[config.mk]
export PLATFORM = sky130hd
export DESIGN_NAME = irht_decide_stage
export DESIGN_NICKNAME = d
export VERILOG_FILES = /design/src/hdl/irht_pkg.sv /design/src/hdl/irht_decide_stage.sv
export SDC_FILE = /design/constraint.sdc
export NUM_CORES = 1
export LEC_CHECK = 0
export ABC_CLOCK_PERIOD_IN_PS = 7000
export BUFFER_PORTS_ARGS = -buffer_cell sky130_fd_sc_hd__buf_2
export CORE_ASPECT_RATIO = 0.6
export CORE_MARGIN = 1
export CORE_UTILIZATION = 50
export CTS_CLUSTER_DIAMETER = 100
export DETAILED_ROUTE_END_ITERATION = 7
export MAX_ROUTING_LAYER = met4
export PLACE_DENSITY = 0.76
export SETUP_SLACK_MARGIN = 0.5
export SYNTH_ARGS = -nofsm -noshare
export SYNTH_HDL_FRONTEND = slang
export SYNTH_SLANG_ARGS = --single-unit
[constraint.sdc]
create_clock -name clk_i -period 7 [get_ports clk_i]
set_input_delay 1.4 -clock clk_i [delete_from_list [all_inputs] [get_ports clk_i]]
set_output_delay 1.4 -clock clk_i [all_outputs]
set_load 0.005 [all_outputs]
[src/hdl/irht_pkg.sv]
// Shared types, codes and arithmetic helpers for the image-map region hit tester.
`timescale 1ns / 1ps

package irht_pkg;

  // Geometry and sizing
  localparam int COORD_BITS  = 16;
  localparam int REGION_BITS = 10;
  localparam int KIND_BITS   = 4;
  localparam int CNT_BITS    = 7;
  localparam int MAX_VERTS   = 100;
  localparam int DIFF_BITS   = COORD_BITS + 1;
  localparam int PROD_BITS   = 2 * DIFF_BITS;
  localparam int SQ_BITS     = PROD_BITS - 1;
  localparam int DIST_BITS   = PROD_BITS;
  localparam int CROSS_BITS  = PROD_BITS + 1;
  localparam int WIND_BITS   = 8;
  localparam int CFG_IDX_BITS = 1;

  localparam logic [CNT_BITS-1:0] CNT_MAX   = '1;
  localparam logic [CNT_BITS-1:0] CNT_LIMIT = CNT_BITS'(MAX_VERTS);

  // Region kinds
  localparam logic [KIND_BITS-1:0] KIND_DEFAULT = 4'd0;
  localparam logic [KIND_BITS-1:0] KIND_TEXT    = 4'd1;
  localparam logic [KIND_BITS-1:0] KIND_POINT   = 4'd2;
  localparam logic [KIND_BITS-1:0] KIND_RECT    = 4'd3;
  localparam logic [KIND_BITS-1:0] KIND_CIRCLE  = 4'd4;
  localparam logic [KIND_BITS-1:0] KIND_SPOLY   = 4'd5;
  localparam logic [KIND_BITS-1:0] KIND_POLY    = 4'd6;
  localparam logic [KIND_BITS-1:0] KIND_END     = 4'd8;

  // Outcomes
  localparam logic [1:0] OUT_NONE     = 2'd0;
  localparam logic [1:0] OUT_REDIRECT = 2'd1;
  localparam logic [1:0] OUT_ERROR    = 2'd2;

  // Error codes
  localparam logic [2:0] ERR_NONE        = 3'd0;
  localparam logic [2:0] ERR_TOO_MANY    = 3'd1;
  localparam logic [2:0] ERR_NO_POINT    = 3'd2;
  localparam logic [2:0] ERR_FEW_RECT    = 3'd3;
  localparam logic [2:0] ERR_FEW_CIRCLE  = 3'd4;
  localparam logic [2:0] ERR_FEW_SPOLY   = 3'd5;
  localparam logic [2:0] ERR_FEW_POLY    = 3'd6;
  localparam logic [2:0] ERR_UNKNOWN     = 3'd7;

  // Configuration register indexes
  localparam logic [CFG_IDX_BITS-1:0] REG_TEST_X = 1'b0;
  localparam logic [CFG_IDX_BITS-1:0] REG_TEST_Y = 1'b1;

  typedef struct packed {
    logic [KIND_BITS-1:0]          kind;
    logic [REGION_BITS-1:0]        region_index;
    logic signed [COORD_BITS-1:0]  vertex_x;
    logic signed [COORD_BITS-1:0]  vertex_y;
    logic                          vertex_valid;
    logic                          last_vertex;
  } in_item_t;

  typedef struct packed {
    logic [1:0]             outcome;
    logic [REGION_BITS-1:0] chosen_region;
    logic [2:0]             error_code;
  } out_item_t;

  // Pre-computed edge crossing terms, resolved after the products are registered
  typedef struct packed {
    logic                         straddle;
    logic                         down;
    logic                         same_x;
    logic                         right;
    logic signed [PROD_BITS-1:0]  prod_a;
    logic signed [PROD_BITS-1:0]  prod_b;
  } edge_t;

  // Line stage to decision stage
  typedef struct packed {
    logic [KIND_BITS-1:0]   kind;
    logic [REGION_BITS-1:0] region;
    logic                   last;
    logic [CNT_BITS-1:0]    n;
    edge_t                  e_open;
    edge_t                  e_close;
    logic                   rect_hit;
    logic [SQ_BITS-1:0]     sq_ctr_x;
    logic [SQ_BITS-1:0]     sq_ctr_y;
    logic [SQ_BITS-1:0]     sq_rim_x;
    logic [SQ_BITS-1:0]     sq_rim_y;
  } mid_t;

  function automatic logic signed [DIFF_BITS-1:0] coord_diff(
    input logic signed [COORD_BITS-1:0] a,
    input logic signed [COORD_BITS-1:0] b
  );
    return DIFF_BITS'(a) - DIFF_BITS'(b);
  endfunction

  function automatic logic [SQ_BITS-1:0] sq_diff(
    input logic signed [COORD_BITS-1:0] a,
    input logic signed [COORD_BITS-1:0] b
  );
    logic signed [DIFF_BITS-1:0] d;
    logic signed [PROD_BITS-1:0] p;
    d = coord_diff(a, b);
    p = PROD_BITS'(d) * PROD_BITS'(d);
    return p[SQ_BITS-1:0];
  endfunction

  // Edge from p to q against the test point: flags and the two cross-product terms
  function automatic edge_t make_edge(
    input logic signed [COORD_BITS-1:0] px,
    input logic signed [COORD_BITS-1:0] py,
    input logic signed [COORD_BITS-1:0] qx,
    input logic signed [COORD_BITS-1:0] qy,
    input logic signed [COORD_BITS-1:0] tx,
    input logic signed [COORD_BITS-1:0] ty,
    input logic                         en
  );
    edge_t e;
    logic signed [DIFF_BITS-1:0] d_pt_x;
    logic signed [DIFF_BITS-1:0] d_qp_y;
    logic signed [DIFF_BITS-1:0] d_pt_y;
    logic signed [DIFF_BITS-1:0] d_qp_x;
    d_pt_x     = coord_diff(px, tx);
    d_qp_y     = coord_diff(qy, py);
    d_pt_y     = coord_diff(py, ty);
    d_qp_x     = coord_diff(qx, px);
    e.down     = (py >= ty);
    e.straddle = en && (e.down != (qy >= ty));
    e.right    = (px >= tx);
    e.same_x   = (e.right == (qx >= tx));
    e.prod_a   = PROD_BITS'(d_pt_x) * PROD_BITS'(d_qp_y);
    e.prod_b   = PROD_BITS'(d_pt_y) * PROD_BITS'(d_qp_x);
    return e;
  endfunction

  // Winding contribution of one edge: -1, 0 or +1
  function automatic logic signed [1:0] edge_step(input edge_t e);
    logic signed [CROSS_BITS-1:0] cr;
    logic take;
    cr = CROSS_BITS'($signed(e.prod_a)) - CROSS_BITS'($signed(e.prod_b));
    if (!e.straddle) begin
      take = 1'b0;
    end else if (e.same_x) begin
      take = e.right;
    end else if (e.down) begin
      take = cr[CROSS_BITS-1] || (cr == '0);
    end else begin
      take = !cr[CROSS_BITS-1];
    end
    if (!take) begin
      return 2'sd0;
    end else if (e.down) begin
      return -2'sd1;
    end else begin
      return 2'sd1;
    end
  endfunction

endpackage

[src/hdl/irht_decide_stage.sv]
// Decision stage: winding sum, region tests, first-hit tracking and the result register.
`timescale 1ns / 1ps

module irht_decide_stage (
  input  logic                                   clk_i,
  input  logic                                   rst_ni,
  input  logic signed [irht_pkg::COORD_BITS-1:0] test_x_i,
  input  logic signed [irht_pkg::COORD_BITS-1:0] test_y_i,
  input  logic                                   mid_valid_i,
  output logic                                   mid_ready_o,
  input  irht_pkg::mid_t                         mid_i,
  output logic                                   out_valid_o,
  input  logic                                   out_ready_i,
  output irht_pkg::out_item_t                    out_data_o
);

  logic                                   decided_q, decided_d;
  logic [irht_pkg::REGION_BITS-1:0]       hit_region_q, hit_region_d;
  logic [2:0]                             err_code_q, err_code_d;
  logic                                   fb_valid_q, fb_valid_d;
  logic [irht_pkg::REGION_BITS-1:0]       fb_region_q, fb_region_d;
  logic                                   saw_point_q, saw_point_d;
  logic [irht_pkg::DIST_BITS-1:0]         min_dist_q, min_dist_d;
  logic signed [irht_pkg::WIND_BITS-1:0]  wind_q, wind_d;
  logic                                   out_valid_q, out_valid_d;
  irht_pkg::out_item_t                    out_q, result;

  logic signed [1:0]                      c_open, c_close;
  logic signed [irht_pkg::WIND_BITS-1:0]  wind_run, wind_fin;
  logic [irht_pkg::DIST_BITS-1:0]         dist_ctr, dist_rim;
  logic [2:0]                             err;
  logic                                   hit, fb_set, pt_set;
  logic                                   is_end, out_free, fire;

  assign is_end      = (mid_i.kind == irht_pkg::KIND_END);
  assign out_free    = !out_valid_q || out_ready_i;
  assign mid_ready_o = !is_end || out_free;
  assign fire        = mid_valid_i && mid_ready_o;
  assign out_valid_o = out_valid_q;
  assign out_data_o  = out_q;

  // Line tests
  always_comb begin
    c_open   = irht_pkg::edge_step(mid_i.e_open);
    c_close  = irht_pkg::edge_step(mid_i.e_close);
    wind_run = wind_q + irht_pkg::WIND_BITS'(c_open);
    wind_fin = wind_run + irht_pkg::WIND_BITS'(c_close);
    dist_ctr = irht_pkg::DIST_BITS'(mid_i.sq_ctr_x) + irht_pkg::DIST_BITS'(mid_i.sq_ctr_y);
    dist_rim = irht_pkg::DIST_BITS'(mid_i.sq_rim_x) + irht_pkg::DIST_BITS'(mid_i.sq_rim_y);
    err      = irht_pkg::ERR_NONE;
    hit      = 1'b0;
    fb_set   = 1'b0;
    pt_set   = 1'b0;
    if (mid_i.n >= irht_pkg::CNT_LIMIT) begin
      err = irht_pkg::ERR_TOO_MANY;
    end else begin
      case (mid_i.kind)
        irht_pkg::KIND_DEFAULT: begin
          fb_set = 1'b1;
        end
        irht_pkg::KIND_TEXT: begin
          hit = (test_x_i == '0) && (test_y_i == '0);
        end
        irht_pkg::KIND_POINT: begin
          if (mid_i.n == '0) begin
            err = irht_pkg::ERR_NO_POINT;
          end else if (!saw_point_q || (dist_ctr < min_dist_q)) begin
            pt_set = 1'b1;
          end
        end
        irht_pkg::KIND_RECT: begin
          if (mid_i.n < irht_pkg::CNT_BITS'(2)) begin
            err = irht_pkg::ERR_FEW_RECT;
          end else begin
            hit = mid_i.rect_hit;
          end
        end
        irht_pkg::KIND_CIRCLE: begin
          if (mid_i.n < irht_pkg::CNT_BITS'(2)) begin
            err = irht_pkg::ERR_FEW_CIRCLE;
          end else begin
            hit = (dist_ctr <= dist_rim);
          end
        end
        irht_pkg::KIND_SPOLY: begin
          if (mid_i.n < irht_pkg::CNT_BITS'(3)) begin
            err = irht_pkg::ERR_FEW_SPOLY;
          end else begin
            hit = (wind_fin != '0);
          end
        end
        irht_pkg::KIND_POLY: begin
          if (mid_i.n < irht_pkg::CNT_BITS'(3)) begin
            err = irht_pkg::ERR_FEW_POLY;
          end else begin
            hit = wind_fin[0];
          end
        end
        default: begin
          err = irht_pkg::ERR_UNKNOWN;
        end
      endcase
    end
  end

  // End-of-map result from the map state
  always_comb begin
    result.outcome       = irht_pkg::OUT_NONE;
    result.chosen_region = '0;
    result.error_code    = irht_pkg::ERR_NONE;
    if (decided_q) begin
      result.outcome       = (err_code_q != irht_pkg::ERR_NONE) ? irht_pkg::OUT_ERROR
                                                                : irht_pkg::OUT_REDIRECT;
      result.chosen_region = hit_region_q;
      result.error_code    = err_code_q;
    end else if (fb_valid_q) begin
      result.outcome       = irht_pkg::OUT_REDIRECT;
      result.chosen_region = fb_region_q;
    end
  end

  // Map state update; items after a decision are dropped until end of map
  always_comb begin
    decided_d    = decided_q;
    hit_region_d = hit_region_q;
    err_code_d   = err_code_q;
    fb_valid_d   = fb_valid_q;
    fb_region_d  = fb_region_q;
    saw_point_d  = saw_point_q;
    min_dist_d   = min_dist_q;
    wind_d       = wind_q;
    if (fire) begin
      if (is_end) begin
        decided_d    = 1'b0;
        hit_region_d = '0;
        err_code_d   = irht_pkg::ERR_NONE;
        fb_valid_d   = 1'b0;
        fb_region_d  = '0;
        saw_point_d  = 1'b0;
        min_dist_d   = '0;
        wind_d       = '0;
      end else if (!decided_q) begin
        wind_d = mid_i.last ? '0 : wind_run;
        if (mid_i.last) begin
          if (fb_set || pt_set) begin
            fb_valid_d  = 1'b1;
            fb_region_d = mid_i.region;
          end
          if (pt_set) begin
            saw_point_d = 1'b1;
            min_dist_d  = dist_ctr;
          end
          if ((err != irht_pkg::ERR_NONE) || hit) begin
            decided_d    = 1'b1;
            err_code_d   = err;
            hit_region_d = mid_i.region;
          end
        end
      end
    end
  end

  // Hold the result until the receiver takes it
  always_comb begin
    out_valid_d = out_valid_q;
    if (fire && is_end) begin
      out_valid_d = 1'b1;
    end else if (out_ready_i) begin
      out_valid_d = 1'b0;
    end
  end

  always_ff @(posedge clk_i or negedge rst_ni) begin
    if (!rst_ni) begin
      decided_q    <= 1'b0;
      hit_region_q <= '0;
      err_code_q   <= irht_pkg::ERR_NONE;
      fb_valid_q   <= 1'b0;
      fb_region_q  <= '0;
      saw_point_q  <= 1'b0;
      min_dist_q   <= '0;
      wind_q       <= '0;
      out_valid_q  <= 1'b0;
    end else begin
      decided_q    <= decided_d;
      hit_region_q <= hit_region_d;
      err_code_q   <= err_code_d;
      fb_valid_q   <= fb_valid_d;
      fb_region_q  <= fb_region_d;
      saw_point_q  <= saw_point_d;
      min_dist_q   <= min_dist_d;
      wind_q       <= wind_d;
      out_valid_q  <= out_valid_d;
    end
  end

  always_ff @(posedge clk_i) begin
    if (fire && is_end) begin
      out_q <= result;
    end
  end

endmodule
Yosys cells after proc, flatten, opt, wreduce, memory -nomap -nowiden
Cells that the tools add are included.

word-level totals
  register bits after elaboration = 84
  logic and storage cells = 130

operators by class
  $add $sub $neg = 6
  magnitude comparators = 5
  equal/unequal tests = 8
  muxes and demuxes = 65
  reduce and logical (&&, ||, !) cells = 34

operators by type and width
  kind                  count
  $mux W34              4
  $mux W10              8
  $logic_not A35 Y1     2
  $sub A34 B34 Y35      2
  $add A33 B33 Y34      2
  $le A34 B34 Y1        1
  $lt A34 B34 Y1        1
  $logic_not A16 Y1     2
  $mux W1               31
  $mux W3               8
  $mux W8               3
  $pmux W3 S6           1
  $add A8 B2 Y8         2
  $lt A7 B2 Y1 const B  2
  $mux W2               7
  $eq A4 B3 Y1 const B  3
  $mux W12              1
  $reduce_and A4 Y1     3
  $mux W11              1
  $reduce_bool A2 Y1    5
  $eq A4 B2 Y1 const B  2
  $reduce_bool A8 Y1    1
  $ge A7 B7 Y1 const B  1
  $logic_not A7 Y1      1
  other kinds (11)      24

Depth between registers and ports, before layout
  depth after elaboration = 18
  depth in mapped cells = 35
  depth with buffers taken out = 34

Worst setup path before layout
Ideal clock, no wire load.

  kind = input to register
  start point = in mid_i[239] (netlist bit)
  end point = reg hit_region_q[0] (netlist bit)
  arrival time = 7.421 ns
  required time = 6.874 ns
  slack = -0.547 ns
  stages on the path = 34
  path buffers = 1
  path through = inv_1 -> ha_1 -> inv_1 -> fa_1 -> a211oi_2 -> o21ai_1 -> nand3_1 -> a31oi_1 -> or4_1 -> and3_1 -> a2111oi_2 -> nand4_1 -> o21ai_2 -> mux2i_1 -> nor2_1 -> a21oi_1 -> nor2b_1 -> ha_1 -> fa_1 -> ha_1 -> a21o_1 -> a21oi_1 -> o21bai_1 -> a21oi_1 -> nor2b_1 -> o21ai_0 -> nand2b_1 -> and2_1 -> and4_1 -> a211oi_2 -> xor2_1 -> a21oi_2 -> buf_6 -> a221o_1

on the way
  cells in the longest elaborated chain, start to end = 16

RTL lines
  element                         line                      source
  from (decl)                     irht_decide_stage.sv:11   input irht_pkg::mid_t mid_i,
  $sub A34 B34 Y35 *              irht_pkg.sv:142           cr = CROSS_BITS'($signed(e.prod_a)) - CROSS_BITS'($signed(e.prod_b));
  $logic_not A35 Y1               irht_pkg.sv:148           take = cr[CROSS_BITS-1] || (cr == '0);
  $logic_or A1 B1 Y1              irht_pkg.sv:148
  $mux W1 *                       irht_pkg.sv:147           end else if (e.down) begin
  $mux W1 *                       irht_pkg.sv:145           end else if (e.same_x) begin
  $mux W1 *                       irht_pkg.sv:143           if (!e.straddle) begin
  $mux W2 *                       irht_pkg.sv:152           if (!take) begin
  $add A8 B2 Y8 *                 irht_decide_stage.sv:46   wind_run = wind_q + irht_pkg::WIND_BITS'(c_open);
  $add A8 B2 Y8 *                 irht_decide_stage.sv:47   wind_fin = wind_run + irht_pkg::WIND_BITS'(c_close);
  $reduce_bool A8 Y1              irht_decide_stage.sv:89   hit = (wind_fin != '0);
  $mux W1                         irht_decide_stage.sv:86   if (mid_i.n < irht_pkg::CNT_BITS'(3)) begin
  $pmux W1 S5 *                   irht_decide_stage.sv:57   case (mid_i.kind)
  $mux W1 *                       irht_decide_stage.sv:54   if (mid_i.n >= irht_pkg::CNT_LIMIT) begin
  $logic_or A1 B1 Y1 *            irht_decide_stage.sv:153  if ((err != irht_pkg::ERR_NONE) || hit) begin
  $reduce_bool A2 Y1 (no line) *  -
  $reduce_and A4 Y1 (no line) *   -
  to (signal assigned)            irht_decide_stage.sv:186  hit_region_q <= hit_region_d;
  to (decl)                       irht_decide_stage.sv:18   logic [irht_pkg::REGION_BITS-1:0] hit_region_q, hit_region_d;

Every way passes the cells marked *; elsewhere a longest branch is shown, timed or not.
A chain may end at the register's enable or synchronous reset.

Worst setup path after layout
  start point = in mid_i[213] (netlist bit)
  end point = reg hit_region_q[8] (netlist bit)

Same word-level chain as after synthesis.

==> flow_metrics.tcl <==
set metrics [dict create \
    yosys_warnings 0 \
    vias_per_cell 5.91 \
    via_count 16800 \
    critical_path_buf_inv_count 2 \
    place_congestion 1.04 \
    dpl-instance-area_sq_mm 0.0186 \
    path_depth 32 \
    drc_errors 0 \
    synth_nets 2361 \
    cts.sinks 84 \
    setup_viol_count_final 14 \
    slew-limit-headroom_pct 12.9 \
    die_w_um 218 \
    cp-start-kind "input pin" \
    synth_edf_count 15 \
    cts_hold_buf 0 \
    drv_slew 0 \
    maxCapViolCount 0 \
    dpl.hpwl_mm 43.9 \
    timing.hold.ws_ns 0.482 \
    start_util_pct 51.9 \
    drt-total-wl_mm 52.9 \
    cts_tree "done" \
    synth_ff_type "dfrtp_1" \
    p_per_area_mw_per_mm2 153 \
    routedWlPerCell_um 18.7 \
    port_buffers 351 \
    finalHoldViolations 0 \
    layout-drive-gt1-share_pct 34.4 \
    rr_worst_depth 16 \
    syn_inst 1805 \
    rr_endpoint "hit_region_q[8]" \
    antenna_found_initial 3 \
    r2r-start "wind_q[0]" \
    dieArea_sq_mm 0.0286 \
    critPathKind "in -> reg" \
    synthArstFlopShare_pct 82.1 \
    required_ns 7.23 \
    setup_tns_ns -3.40 \
    cpMostUsedCell "a21oi_2" \
    critPathMaxStageDelay_ns 0.41 \
    grt_pass1_wl_mm 80.9 \
    cp-end-kind "flop" \
    layout_commonest_cell "buf_2" \
    ir_drop_v 0.000183 \
    hp-class "reg -> reg" \
    path_delay_family "compound AO/OA/AOI/OAI gates" \
    min_period_ns 7.30 \
    rows 46 \
    root_buffer "clkbuf_16" \
    synth.distinct_cells 92 \
    clk_pin_slew_ns 0.07 \
    fmax_mhz 137 \
    startpoint "mid_i[213]" \
    drtPass1Iterations 6 \
    mostFrequentLayoutCells "349 x buf_2, 341 x buf_4, 207 x ha_1" \
    boundaryPins 352 \
    design_area_sq_mm 0.0196 \
    tightestPinTransition_ns 1.29 \
    grt_max_degree 70 \
    grt_pass1_vias 15600 \
    grtUsageTotal_pct 36.1 \
    violations "negative setup slack" \
    clk-insertion-delay-late_ns 0.35 \
    synth_top_area_share_pct 19.3 \
    grt-ovfl-total 0 \
    ff2ff_setup_slack_ns 3.00 \
    worst_slack_ns -0.299 \
    crit_arrival_ns 7.53 \
    grt_setup_unrepaired "true" \
    status "finished with violations" \
    die_h_um 131 \
    areaGrowthSynthToFinish_pct 40.7 \
    drt_iter0_drc 1627 \
    htreeDepth 3 \
    critPathCapture "hit_region_q[8]" \
    synth_area_leader_cell "ha_1" \
    coreArea_sq_mm 0.0269 \
    cts.path.max_buffers 2 \
    cellLeakagePower_nw 10.2 \
    crit_fanout 6 \
    syn-cell-area_sq_mm 0.0139 \
    avgSynthCellArea_sq_um 7.72 \
    ys_ff_latch 84 \
    post-route-period-util_pct 104 \
    numCtsBuffers 9 \
    slowest_stage "fa_1" \
    synthTopCellsByArea "ha_1 19%, dfrtp_1 12%, a21oi_1 5.5%" \
    detail-route-antenna-nets 0 \
    skew_ns 0.0128 \
    nets 3023 \
    fin_util_pct 73.0 \
    synth_seq_area_share_pct 15.6 \
]
[through the flow]
stage,total power [mW],cells,setup WS (ns)
after floorplan,1.68,1805,-0.159
after global placement,2.34,2800,-0.795
after detailed placement,2.39,2800,-1.00
after CTS,2.87,2820,-0.288
after global routing,3.18,2835,-0.553
final,2.99,2837,-0.299
[worst min path at each step]
stage	from	depth (start not counted)	endpoint
2_1_floorplan	saw_point_q	2	saw_point_q
3_3_place_gp	saw_point_q	2	saw_point_q
3_5_place_dp	saw_point_q	2	saw_point_q
4_1_cts	saw_point_q	2	saw_point_q
5_1_grt	min_dist_q[11]	2	min_dist_q[11]
6_report	min_dist_q[21]	2	min_dist_q[21]
[layout make-up]
type / count / area [sq um]
Multi-Input combinational cell: 1501 / 11500
Clock buffer: 9 / 225
Fill cell: 2090 / 7260
Timing Repair Buffer: 705 / 4580
Clock inverter: 7 / 56.3
Inverter: 166 / 631
Tap cell: 360 / 450
Antenna cell: 5 / 12.5
Sequential cell: 84 / 2180
[routing by layer]
layer  routed length (um)  up-vias  track usage, %
met5                    0        -               -
met4                  607        0            4.19
met3                 5940       45            7.62
met2                21300      899            49.5
met1                25100     7792            54.6
li1                     -     8034               -
[cells by family (layout without fill, tap and decap cells)]
kind of cell	after synthesis	count (layout)	share of synthesized area [%]
other	0	5	0
adder cells (fa/ha/maj)	221	221	20.2
multiplexers	31	31	2.33
AND/OR/NAND/NOR	547	547	20.1
flip-flops	84	84	15.6
buffers and inverters	221	887	6.09
XOR/XNOR	94	94	5.91
AO/OA/AOI/OAI	607	608	29.8
[registers in the layout, summed over array words and instances (netlist names)]
signal / count
decided_q: 1
err_code_q: 3
fb_region_q: 10
fb_valid_q: 1
hit_region_q: 10
min_dist_q: 34
out_data_o: 15
out_valid_o: 1
saw_point_q: 1
wind_q: 8
[synthesized netlist by cell type (19+ instances only)]
cell / n
nand4_1: 41
xor2_1: 38
a21o_1: 91
nor4_1: 27
nor3_1: 34
clkbuf_1: 44
o21a_1: 20
and3_1: 30
nand2_1: 134
a211oi_1: 19
mux2i_1: 20
dfrtp_1: 69
nand3_1: 42
nand2b_1: 29
o21ai_0: 104
inv_1: 166
ha_1: 215
nor2_1: 103
nor2b_1: 32
xnor2_1: 56
o21bai_1: 22
a22o_1: 22
and2_1: 29
a21oi_1: 154
[power breakdown]
group,switching [mW],internal (mW)
clock network,0.214,0.246
logic,0.993,0.908
registers,0.0522,0.582
[worst register-to-register path, cell delays in order (launching register included)]
cell      delay [ns]
dfrtp_1         0.40
ha_2            0.20
fa_1            0.45
a21o_1          0.22
a21oi_2         0.17
xnor2_1         0.18
ha_1            0.32
a21oi_2         0.18
nor2b_1         0.07
o21ai_1         0.15
nand2b_1        0.08
and2_1          0.14
and4_1          0.20
a211oi_2        0.26
xor2_2          0.35
a21oi_4         0.15
a221o_1         0.37
[timing repair]
item,CTS,global route
resized for setup,35,85
endpoints found under the hold margin,0,0
setup endpoints to repair,60,61
cloned,1,4
setup buffers,3,8
pin swaps,16,31
No activity file was read; power rests on OpenSTA's default activity.
